## config.mk

```make
export PLATFORM = sky130hd
export DESIGN_NAME = csw_regs
export DESIGN_NICKNAME = d
export VERILOG_FILES = /design/src/rtl/assert_macros.svh /design/src/rtl/csw_pkg.sv /design/src/rtl/csw_regs.sv
export SDC_FILE = /design/constraint.sdc
export NUM_CORES = 1
export LEC_CHECK = 0
export BUFFER_PORTS_ARGS = -buffer_cell sky130_fd_sc_hd__clkbuf_2
export CAP_MARGIN = 40
export CORE_MARGIN = 10
export CORE_UTILIZATION = 38
export DETAILED_ROUTE_END_ITERATION = 8
export GPL_TIMING_DRIVEN = 0
export PLACE_DENSITY = 0.8
export SYNTH_ARGS = -nofsm -noshare
export SYNTH_HDL_FRONTEND = slang
export SYNTH_SLANG_ARGS = --single-unit
```

## constraint.sdc

```tcl
create_clock -name clk -period 1.2 [get_ports clk]
set_input_delay 0.06 -clock clk [delete_from_list [all_inputs] [get_ports clk]]
set_output_delay 0.06 -clock clk [all_outputs]
set_load 0.02 [all_outputs]
```

## src/rtl/assert_macros.svh

```systemverilog
// Assertion macros shared by the window generator RTL.
`ifndef ASSERT_MACROS_SVH
`define ASSERT_MACROS_SVH
`ifndef ASSERT_OFF
// same-cycle implication
`define CSW_ASSERT_IMP(lbl, clk, rst, ante, cons, msg) \
  lbl: assert property (@(posedge clk) disable iff (rst) (ante) |-> (cons)) else $error(msg);
// next-cycle implication
`define CSW_ASSERT_NXT(lbl, clk, rst, ante, cons, msg) \
  lbl: assert property (@(posedge clk) disable iff (rst) (ante) |=> (cons)) else $error(msg);
`else
`define CSW_ASSERT_IMP(lbl, clk, rst, ante, cons, msg)
`define CSW_ASSERT_NXT(lbl, clk, rst, ante, cons, msg)
`endif
`endif

```

## src/rtl/csw_pkg.sv

```systemverilog
// Types, constants and coefficient tables for the cosine-sum window generator.
package csw_pkg;

  localparam int MAX_LENGTH = 4096;
  localparam int FRAC_BITS  = 16;

  localparam int LEN_W    = 13;
  localparam int KIND_W   = 3;
  localparam int IDX_W    = 12;
  localparam int COEF_W   = 18;
  localparam int D_W      = 13;
  localparam int PH_W     = 32;
  localparam int LANES    = 4;
  localparam int DIV_STAGES = 4;
  localparam int DIV_BITS = PH_W / DIV_STAGES;
  localparam int COS_STAGES = 9;
  localparam int SHIFT    = 60 - FRAC_BITS;
  localparam int ADDR_W   = 4;
  localparam int DATA_W   = 32;

  localparam logic [1:0] REG_LENGTH   = 2'd0;
  localparam logic [1:0] REG_KIND     = 2'd1;
  localparam logic [1:0] REG_PERIODIC = 2'd2;

  localparam logic [LEN_W-1:0] LEN_RESET = LEN_W'(1024);

  localparam logic signed [COEF_W-1:0] COEF_MAX = {1'b0, {(COEF_W-1){1'b1}}};
  localparam logic signed [COEF_W-1:0] COEF_MIN = {1'b1, {(COEF_W-1){1'b0}}};
  localparam logic signed [COEF_W-1:0] COEF_ONE =
    (FRAC_BITS >= COEF_W - 1) ? COEF_MAX : COEF_W'(64'sd1 <<< FRAC_BITS);

  // cos(pi*t/2) Horner constants, Q30: CC6 seeds, then CC5..CC1, then 1.0
  localparam logic [30:0] HORNER_SEED = 31'd506;
  localparam logic [30:0] HORNER_C [6] = '{
    31'd27061, 31'd987048, 31'd22401992, 31'd272375560, 31'd1324675879, 31'd1073741824
  };

  // a0..a4 per window kind, Q30
  localparam logic [29:0] KIND_TAB [8][5] = '{
    '{30'd579820585, 30'd493921239, 30'd0, 30'd0, 30'd0},
    '{30'd536870912, 30'd536870912, 30'd0, 30'd0, 30'd0},
    '{30'd450971566, 30'd536870912, 30'd85899346, 30'd0, 30'd0},
    '{30'd231476135, 30'd447354753, 30'd297709049, 30'd89742211, 30'd7459680},
    '{30'd390393092, 30'd525250341, 30'd146672596, 30'd11425794, 30'd0},
    '{30'd385204879, 30'd524297395, 30'd151698245, 30'd12541305, 30'd0},
    '{30'd0, 30'd0, 30'd0, 30'd0, 30'd0},
    '{30'd0, 30'd0, 30'd0, 30'd0, 30'd0}
  };

  typedef struct packed {
    logic [LEN_W-1:0]  length;
    logic [KIND_W-1:0] kind;
    logic              periodic;
  } cfg_t;

  typedef struct packed {
    logic              valid;
    logic              err;
    logic              dz;
    logic [KIND_W-1:0] kind;
  } side_t;

endpackage

```

## src/rtl/csw_regs.sv

```systemverilog
// APB configuration registers of the window generator.
module csw_regs (
  input  logic                       clk,
  input  logic                       rst,
  input  logic                       psel,
  input  logic                       penable,
  input  logic                       pwrite,
  input  logic [csw_pkg::ADDR_W-1:0] paddr,
  input  logic [csw_pkg::DATA_W-1:0] pwdata,
  output logic [csw_pkg::DATA_W-1:0] prdata,
  output logic                       pready,
  output csw_pkg::cfg_t              cfg
);
  import csw_pkg::*;

  logic wr;

  assign pready = 1'b1;
  assign wr     = psel && penable && pwrite;

  always_ff @(posedge clk) begin
    if (rst) begin
      cfg.length   <= LEN_RESET;
      cfg.kind     <= '0;
      cfg.periodic <= 1'b0;
    end else if (wr) begin
      case (paddr[3:2])
        REG_LENGTH:   cfg.length   <= pwdata[LEN_W-1:0];
        REG_KIND:     cfg.kind     <= pwdata[KIND_W-1:0];
        REG_PERIODIC: cfg.periodic <= pwdata[0];
        default: ;
      endcase
    end
  end

  always_comb begin
    case (paddr[3:2])
      REG_LENGTH:   prdata = DATA_W'(cfg.length);
      REG_KIND:     prdata = DATA_W'(cfg.kind);
      REG_PERIODIC: prdata = DATA_W'(cfg.periodic);
      default:      prdata = '0;
    endcase
  end

endmodule

```

Word-level counts from Yosys, hierarchy flattened. Index checks and enable logic that the tools add are counted.

Register bits: 17. Input port bits: 41. Output and inout bits: 50. Logic and storage cells: 12.

Eq/ne operators: 2. Muxes and demuxes: 1. Reduce and logical (&&, ||, !) cells: 6.

Operators with widths (number): $pmux W13 S3 (1); $reduce_and A2 Y1 (3); $eq A2 B1 Y1 const B (1); $eq A2 B2 Y1 const B (1); $logic_and A1 B1 Y1 (2); $logic_not A2 Y1 (1).

Logic depth before layout (Yosys ltp). Gate-level depths: netlist of run 1.

Depth in word-level cells: 3. Gate-level depth with buffers: 6. Depth with buffers taken out: 3.

Worst setup path before layout of run 1. OpenSTA, ideal clock, no wires.

Path kind: register to output. Start point: register cfg[1] in the netlist's numbering. End point: output prdata[0] in the netlist's numbering. Data arrival time: 1027 ps. Required time: 1140 ps. Slack: 113 ps. Stages on the path, launching flop included: 3. Buffers on the path: 0. Cells stage by stage: dfxtp_1 mux2i_1 o21ai_0.

Cells in the longest elaborated chain, start to end: 1.

Ends and longest elaborated chain: from (decl) (RTL line csw_regs.sv:12) `output csw_pkg::cfg_t cfg`; $pmux W13 S3 (RTL line csw_regs.sv:37) `case (paddr[3:2])`; to (decl) (RTL line csw_regs.sv:10) `output logic [csw_pkg::DATA_W-1:0] prdata,`.

Every way passes these cells.

Final worst setup path of run 1.
Start point: register cfg[4] in the netlist's numbering. End point: output prdata[0] in the netlist's numbering.

Same word-level chain as after synthesis.

==> results of run 1 <==
power by group:
group          internal (mW)  switching (mW)  leakage [nW]
sequential             0.571         0.00529         0.138
clock                  0.129           0.169        0.0150
combinational          0.115           0.134         0.594
per-stage QoR:
step	instance area (sq um)	power, mW	instances
5_1_grt	1440	1.19	217
2_1_floorplan	1130	0.775	134
3_5_place_dp	1400	0.834	212
6_report	1440	1.12	217
4_1_cts	1430	1.13	216
3_3_place_gp	1400	0.832	212
how the worst min path moves through the flow:
stage,cells past startpoint,slack (ns),endpoint
6_report,3,0.009,cfg[11]
5_1_grt,3,0.008,cfg[11]
3_3_place_gp,3,0.31,cfg[16]
3_5_place_dp,3,0.31,cfg[15]
2_1_floorplan,1,0.20,prdata[1]
4_1_cts,3,0.005,cfg[11]
cells in the final DEF (no fill, tap or decap), drive strengths merged:
master / synthesis / layout
and4: 1 / 1
dfxtp: 17 / 17
conb: 2 / 20
nand2: 1 / 1
buf: 23 / 23
and2: 10 / 10
dlygate4sd3: 0 / 1
nand4: 2 / 2
nand2b: 28 / 28
o21ai: 1 / 1
nor2b: 2 / 2
clkbuf: 4 / 55
nor2: 5 / 5
mux2i: 20 / 20
final cells by class:
cell class	instances	area, sq um
Clock buffer	4	26.3
Sequential cell	17	342
Timing Repair Buffer	48	248
Fill cell	300	1270
Tap cell	31	38.8
Buffer	27	209
Multi-Input combinational cell	90	579
worst reg2reg max path, stage by stage, from the launching register on:
cell	delay, ns
dfxtp_1	0.37
nand2b_1	0.07
mux2i_1	0.14
logic make-up (layout without fill, tap and decap cells):
| kind of cell | after synthesis | after routing |
|---|---|---|
| mux | 20 | 20 |
| flops | 17 | 17 |
| other cells | 2 | 20 |
| compound gates | 1 | 1 |
| simple gates | 49 | 49 |
| buf+inv | 27 | 79 |
routing by layer:
| metal | up-vias | routed length (um) |
|---|---|---|
| li1 | 468 | - |
| met1 | 366 | 1060 |
| met2 | 41 | 1220 |
| met3 | 2 | 356 |
| met4 | 0 | 19 |
| met5 | - | 0 |
what timing repair did:
action / 4_1_cts / 5_1_grt
endpoints found under the setup margin: 1 / 6
hold buffers: 0 / 1
gates resized for setup: 2 / 3
hold endpoints to repair: 0 / 1
==> impl_metrics.csv, run 1 <==
group,metric,value,unit
final_layout,largest_reg_flops,17,
final_layout,layout.nets,228,
yosys,synthTopCellsByArea,"dfxtp_1 32%, mux2i_1 19%, nand2b_1 17%",
floorplanning,initial_core_util,0.391,
timing,report.final.slew_viol_count,0,
yosys,synth_edf_count,0,
setup_path,max_stage_delay,0.36,ns
cts,cts.sinks,17,
setup_path,startpoint_type,"register",
timing,fin_ws,0.100,ns
yosys,netlist_top_cells_count,"28 x nand2b_1, 20 x buf_4, 20 x mux2i_1",
timing,rsz0062_at_grt,"false",
yosys,yosysTopAreaCell,"dfxtp_1",
setup_path,crit_type,"register to primary output",
final_layout,top_register,"cfg",
drt,postRouteWirelength,2650,um
drt,via_per_inst,4.04,
placed_design,numPortBuffers,47,
floorplanning,die_y,72.8,um
yosys,synth_top_area_share,0.321,
hold_path,hp-start,"pwdata[7]",
cts,clk_pin_slew,0.09,ns
setup_path,crit_cells,3,
yosys,synth_xor_area_frac,0,
floorplanning,core_area,2710,sq um
yosys,synth-seq-cells,17,
grt,grt_use_met1,0.105,
grt,track_usage,0.0974,
setup_path,critPathMaxFanout,3,
drt,ant_nets,0,
final_layout,n_antenna_cell,0,
setup_path,r2r_setup_slack,0.55,ns
setup_path,critical_path.cell_chain,"mux2i_1 > o21ai_1 > clkbuf_4",
timing,fmax,909,MHz
yosys,postSynth.asyncResetShare,0,
floorplanning,fp.dieW,72.8,um
floorplanning,dieArea,5300,sq um
hold_path,min_path_type,"input port to register",
drt,firstDrtPassIters,4,
yosys,synth_cell_type_count,16,
setup_path,endpoint_kind,"primary output",
drt,drc,0,
setup_path,timing.rr.end,"cfg[3]",
grt,antenna_found_initial,0,
cts,cts.htree.levels,1,
drt,post_drt_wl_per_cell,12.2,um
timing,skew,0,ns
drt,vias,877,
final_layout,layout-drive-gt1-share,0.414,
grt,top_usage_layer,"met2",
yosys,synthFlopType,"dfxtp_1",
setup_path,r2r_start,"cfg[3]",
cts,clockBufferDepth,2,
cts,clock-root-buffer,"clkbuf_4",
timing,fin_crit_sh,0.916,
setup_path,critical_path_required,1.14,ns
setup_path,cpMaxStageDelayCell,"dfxtp_1",
outcome,status,"finished, final reports clean",
setup_path,critPathLaunch,"cfg[4]",
yosys,synth_top_family_by_area,"simple AND/OR/NAND/NOR gates",
yosys,syn_area,1060,sq um
pwr,p_leak,0.747,nW
drt,drt_iter0_markers,4,
grt,grt_pass1_wl,4160,um
timing,setup_violations,0,
grt,met3_usage,0.0639,
yosys,avgSynthCellArea,9.14,sq um
setup_path,cp-endpoint,"prdata[0]",
yosys,seq_area_frac_synth,0.321,
grt,first_global_vias,886,
timing,hold_viol,0,
cts,cts_setup_buffers,0,
final_layout,area_growth,36.1,%
timing,min_period,1.10,ns
pwr,p_per_area,779,nW/um^2
final_layout,finalCoreUtilization,0.532,
yosys,synth_most_common_cell,"nand2b_1",
placed_design,hpwl,2250,um
timing,hold_slack,0.00931,ns
pwr,irDropWorstVdd,585,uV
setup_path,path_buf_inv,1,
floorplanning,ios,91,
yosys,yosys_warnings,0,
cts,cts_tree,"built",
grt,grt_overflow,0,
yosys,synth_fa_ha_area_frac,0,
floorplanning,rows,19,
grt,grt_start_max_net_pins,11,
setup_path,worst_ep_arrival_time,1.04,ns
yosys,synth-simple-area-share,0.282,
cts,worstSkewPairLatency,0.28,ns
yosys,netlist_instances,116,
placed_design,place.gp.congestion,0.661,
setup_path,critical-path-top-delay-family,"flip-flops",
cts,cts_made_buffers,3,
placed_design,pre_cts_ws,0.0503,ns
setup_path,r2r_cells,2,
yosys,synth.mux.area_fraction,0.189,
timing,tns,0,ns
grt,use_met2,0.150,
flow_run,max-cap-violations,0,
yosys,synth-compound-area-share,0.00472,
final_layout,top_regs,"cfg x17",
Power figures use the tool's default switching activity.
==> run 2: changes to the inputs <==
--- a/config.mk
+++ b/config.mk
@@ -8,10 +8,10 @@
 export BUFFER_PORTS_ARGS = -buffer_cell sky130_fd_sc_hd__clkbuf_2
 export CAP_MARGIN = 40
 export CORE_MARGIN = 10
-export CORE_UTILIZATION = 38
+export CORE_UTILIZATION = 34
 export DETAILED_ROUTE_END_ITERATION = 8
 export GPL_TIMING_DRIVEN = 0
-export PLACE_DENSITY = 0.8
+export PLACE_DENSITY = 0.76
 export SYNTH_ARGS = -nofsm -noshare
 export SYNTH_HDL_FRONTEND = slang
 export SYNTH_SLANG_ARGS = --single-unit
==> constraint.sdc (replaced) <==
create_clock -name clk -period 0.89 [get_ports clk]
set_input_delay 0.0445 -clock clk [delete_from_list [all_inputs] [get_ports clk]]
set_output_delay 0.0445 -clock clk [all_outputs]
set_load 0.02 [all_outputs]
==> run 2 against run 1 <==
Worst hold slack worse by 0.0062 ns. Cell area up 30%. The flow now finishes with violations (negative setup slack). Sequential cell count unchanged. Critical path depth unchanged. Critical endpoint unchanged.
==> impl_metrics.csv, run 2 (synthesized netlist as in run 1, its figures left out) <==
group,metric,value,unit
outcome,status,"finished with violations",
outcome,violations,"negative setup slack",
floorplanning,fp.dieW,75.8,um
cts,cts_tree,"built",
timing,fin_crit_sh,1.17,
pwr,swShare,0.270,
timing,fin_ws,-0.152,ns
drt,via_per_inst,3.92,
grt,track_usage,0.103,
timing,hold_viol,0,
final_layout,top_regs,"cfg x17",
cts,cts_made_buffers,3,
final_layout,layout-drive-gt1-share,0.568,
flow_run,max-cap-violations,0,
floorplanning,die_y,75.8,um
drt,firstDrtPassIters,2,
pwr,p_leak,0.923,nW
final_layout,mostFrequentLayoutCells,"31 x buf_4, 28 x nand2b_1, 23 x clkbuf_2",
timing,min_period,1.04,ns
pwr,p_per_area,842,nW/um^2
grt,antenna_found_initial,0,
setup_path,endpoint_kind,"primary output",
floorplanning,initial_core_util,0.350,
setup_path,critical_path_required,0.85,ns
grt,grt_overflow,0,
pwr,clockPowerShare,0.250,
floorplanning,ios,91,
timing,skew,0,ns
floorplanning,dieArea,5750,sq um
final_layout,top_register,"cfg",
timing,setup_violations,14,
cts,clock-root-buffer,"clkbuf_4",
drt,vias,979,
pwr,switching_power,0.427,mW
placed_design,hpwl,2270,um
grt,grt_start_max_net_pins,11,
grt,first_global_vias,969,
setup_path,critPathMaxFanout,2,
setup_path,crit_type,"register to primary output",
drt,postRouteWirelength,3130,um
final_layout,n_antenna_cell,0,
drt,drc,0,
pwr,intPower,1.15,mW
final_layout,area_growth,76.9,%
timing,rsz0062_at_grt,"true",
drt,post_drt_wl_per_cell,12.5,um
final_layout,layout_commonest_cell,"buf_4",
timing,report.final.slew_viol_count,0,
cts,cts.sinks,17,
cts,clockBufferDepth,2,
drt,ant_nets,0,
drt,drt_iter0_markers,21,
pwr,irDropWorstVdd,556,uV
cts,cts.htree.levels,1,
floorplanning,rows,20,
pwr,total_power,1.58,mW
placed_design,numPortBuffers,47,
placed_design,placedCellCount,225,
timing,fmax,959,MHz
placed_design,pre_cts_ws,-0.179,ns
grt,grt_pass1_wl,4600,um
floorplanning,core_area,3030,sq um
final_layout,layout.cells.non_filler,250,
hold_path,min_path_type,"input port to register",
cts,clk_pin_slew,0.09,ns
placed_design,place.gp.congestion,0.685,
pwr,seqPwrFrac,0.493,
final_layout,layout.nets,248,
setup_path,startpoint_type,"register",
pwr,p_comb_frac,0.257,
final_layout,largest_reg_flops,17,
cts,worstSkewPairLatency,0.28,ns
setup_path,worst_ep_arrival_time,1.00,ns
==> run 2: cell count changes in the layout (fill, tap and decap cells not counted), moves of 11 or more <==
cell	change
clkbuf_2	-24
dfxtp_1	-16
dfxtp_2	+16
buf_8	+14
buf_4	+11
==> run 2: power groups by stage <==
stage | Combinational, mW | Clock [mW] | Sequential, mW
floorplan | 0.243 | 0 | 0.806
global placement | 0.332 | 0 | 0.795
detailed placement | 0.334 | 0 | 0.795
CTS | 0.388 | 0.412 | 0.778
global route | 0.437 | 0.436 | 0.781
finish | 0.405 | 0.395 | 0.779
==> run 2: critical path, stage by stage (launching register included) <==
cell and delay, ns:
dfxtp_2 0.33, mux2i_1 0.17, o21ai_2 0.07, clkbuf_8 0.15
==> run 2: layout make-up <==
cell class,count,area (sq um)
Buffer,27,215
Sequential cell,17,362
Tap cell,44,55.1
Multi-Input combinational cell,90,613
Fill cell,254,1150
Timing Repair Buffer,68,603
Clock buffer,4,26.3
==> run 2: routing by layer <==
metal	GRT usage	part of all wire	vias to the layer above
met4	0.0247	0	0
met2	0.175	0.48	42
met5	0	0	-
li1	-	-	512
met3	0.0560	0.13	0
met1	0.108	0.38	425
==> run 2: worst paths after layout <==
path                            depth (start not counted)   endpoint       from  slack (ns)
worst max-delay path                                    3  prdata[0]     cfg[1]       -0.15
worst min-delay path                                    3     cfg[7]  pwdata[3]       0.003
worst max register to register                          4     cfg[1]     cfg[1]        0.09
worst min register to register                          2    cfg[10]    cfg[10]        0.48
==> run 2: timing repair <==
| action | in CTS | in global routing |
|---|---|---|
| hold buffers | 8 | 0 |
| endpoints found under the setup margin | 17 | 24 |
| hold endpoints to repair | 8 | 0 |
| buffers inserted | 9 | 4 |
| pin swaps | 1 | 1 |
| gates resized for setup | 59 | 38 |
==> run 2: per-stage QoR <==
stage / util / TNS [ns] / hold WS [ns] / instance area, sq um
after floorplan: - / -0.00582 / 0.169 / 1140
after detailed placement: 0.472 / -3.39 / 0.300 / 1430
after global routing: 0.619 / -1.52 / 0.00992 / 1870
after global placement: 0.472 / -2.99 / 0.293 / 1430
final: 0.619 / -0.767 / 0.00309 / 1870
after CTS: 0.590 / -1.22 / 0.00384 / 1790
==> run 3: changes to the inputs <==
--- a/config.mk
+++ b/config.mk
@@ -8,10 +8,10 @@
 export BUFFER_PORTS_ARGS = -buffer_cell sky130_fd_sc_hd__clkbuf_2
 export CAP_MARGIN = 40
 export CORE_MARGIN = 10
-export CORE_UTILIZATION = 34
+export CORE_UTILIZATION = 38
 export DETAILED_ROUTE_END_ITERATION = 8
 export GPL_TIMING_DRIVEN = 0
-export PLACE_DENSITY = 0.76
+export PLACE_DENSITY = 0.8
 export SYNTH_ARGS = -nofsm -noshare
 export SYNTH_HDL_FRONTEND = slang
 export SYNTH_SLANG_ARGS = --single-unit
==> constraint.sdc (replaced) <==
create_clock -name clk -period 1.1 [get_ports clk]
set_input_delay 0.055 -clock clk [delete_from_list [all_inputs] [get_ports clk]]
set_output_delay 0.055 -clock clk [all_outputs]
set_load 0.02 [all_outputs]
==> run 3 against run 2 <==
Die area fell by 7.8%. Highest routed layer is now met4. Register-to-register slack better by 0.32 ns. Via count shrank 8.9%. Count of clock-buffer cells in the layout unchanged. Sequential share of layout area increased by 4.2 points. Utilization shrank 7.5 points. Largest power group unchanged. Non-clock buffer count down 17. The run now ends clean. Wire length fell by 14%.
==> impl_metrics.csv, run 3 (synthesized netlist as in run 1, its figures left out) <==
group,metric,value,unit
outcome,status,"finished, final reports clean",
timing,rsz0062_at_grt,"true",
final_layout,largest_reg_flops,17,
final_layout,top_register,"cfg",
final_layout,regArea,347,sq um
floorplanning,ios,91,
grt,first_global_vias,897,
setup_path,crit_type,"register to primary output",
floorplanning,rows,19,
floorplanning,die_y,72.8,um
final_layout,multi_input_area,579,sq um
setup_path,critical_path_required,1.04,ns
drt,drt_iter0_markers,5,
timing,fmax,951,MHz
grt,track_usage,0.0990,
final_layout,layout_commonest_cell,"clkbuf_2",
floorplanning,fp.dieW,72.8,um
placed_design,numPortBuffers,47,
drt,post_drt_wl_per_cell,12.3,um
cts,clk_pin_slew,0.09,ns
cts,cts.htree.levels,1,
placed_design,hpwl,2250,um
pwr,p_leak,0.766,nW
drt,ant_nets,0,
setup_path,endpoint_kind,"primary output",
final_layout,layout.nets,231,
cts,worstSkewPairLatency,0.28,ns
final_layout,fillers,297,
timing,min_period,1.05,ns
pwr,p_per_area,834,nW/um^2
drt,firstDrtPassIters,4,
placed_design,pre_cts_ws,-0.0397,ns
grt,grt_start_max_net_pins,11,
floorplanning,dieArea,5300,sq um
final_layout,n_antenna_cell,0,
cts,clockBufferDepth,2,
setup_path,cpMaxStageDelayCell,"dfxtp_2",
final_layout,layout-drive-gt1-share,0.439,
setup_path,max_stage_delay,0.34,ns
flow_run,max-cap-violations,0,
setup_path,startpoint_type,"register",
drt,vias,892,
setup_path,worst_ep_arrival_time,1.00,ns
setup_path,critical_path.cell_chain,"mux2i_1 > o21ai_1 > buf_4",
hold_path,min_path_type,"input port to register",
grt,grt_pass1_wl,4260,um
drt,postRouteWirelength,2700,um
cts,cts_tree,"built",
drt,via_per_inst,4.05,
timing,fin_ws,0.0481,ns
timing,report.final.slew_viol_count,0,
timing,skew,0,ns
final_layout,top_regs,"cfg x17",
timing,fin_crit_sh,0.956,
drt,drc,0,
setup_path,critPathMaxFanout,2,
final_layout,area_growth,39.2,%
grt,antenna_found_initial,0,
final_layout,mostFrequentLayoutCells,"45 x clkbuf_2, 28 x nand2b_1, 24 x buf_4",
grt,grt_overflow,0,
pwr,total_power,1.23,mW
cts,cts.sinks,17,
timing,setup_violations,0,
cts,cts_made_buffers,3,
cts,clock-root-buffer,"clkbuf_4",
floorplanning,initial_core_util,0.391,
timing,hold_viol,0,
pwr,irDropWorstVdd,637,uV
placed_design,place.gp.congestion,0.661,
floorplanning,core_area,2710,sq um
run 3: cell type report:
class                      count  share of cell area
buffer                        27               0.142
clock buffer                   4              0.0178
multi-input combinational     90               0.393
sequential                    17               0.235
tap                           31              0.0263
timing repair buffer          51               0.187
run 3: repair_timing:
action                                 CTS  global route
pin swaps                                0             1
endpoints found under the hold margin    2             0
setup buffers                            0             2
resized for setup                        5             7
hold buffers                             2             0
setup endpoints to repair               11             3
run 3: stage by stage:
| step | setup TNS, ns | cell area (sq um) | std cells | hold slack (ns) | utilization |
|---|---|---|---|---|---|
| 5_1_grt | -0.0334 | 1480 | 220 | 0.00881 | 0.544 |
| 6_report | 0 | 1480 | 220 | 0.00518 | 0.544 |
| 3_3_place_gp | 0 | 1400 | 212 | 0.302 | 0.517 |
| 4_1_cts | -0.00238 | 1450 | 218 | 0.00289 | 0.536 |
| 3_5_place_dp | -0.264 | 1400 | 212 | 0.308 | 0.517 |
| 2_1_floorplan | 0 | 1130 | 134 | 0.190 | - |
run 3: final timing paths:
kind	start	end	slack, ns	depth (start not counted)
setup / recovery	cfg[1]	prdata[0]	0.05	3
hold / removal	pwdata[8]	cfg[12]	0.005	3
setup reg to reg	cfg[1]	cfg[1]	0.41	3
hold reg to reg	cfg[9]	cfg[9]	0.49	2
run 3: report_power, final:
| group | switching (mW) | total, mW | leakage, nW | internal, mW |
|---|---|---|---|---|
| Combinational | 0.148 | 0.277 | 0.611 | 0.129 |
| Sequential | 0.00555 | 0.629 | 0.140 | 0.623 |
| Clock | 0.184 | 0.324 | 0.0150 | 0.141 |
| Total | 0.337 | 1.23 | 0.766 | 0.893 |
run 3: routing by layer:
metal	vias to the layer above	track usage	wire length (um)
met5	-	0	0
met4	0	0.0316	19
met3	2	0.0626	356
met2	41	0.156	1260
met1	375	0.106	1060
li1	474	-	-
run 3: worst max-delay path, delay by kind of cell (launching register included):
family / cells / cell delay, ns
compound gates: 1 / 0.15
buf+inv: 1 / 0.16
flops: 1 / 0.34
mux: 1 / 0.06
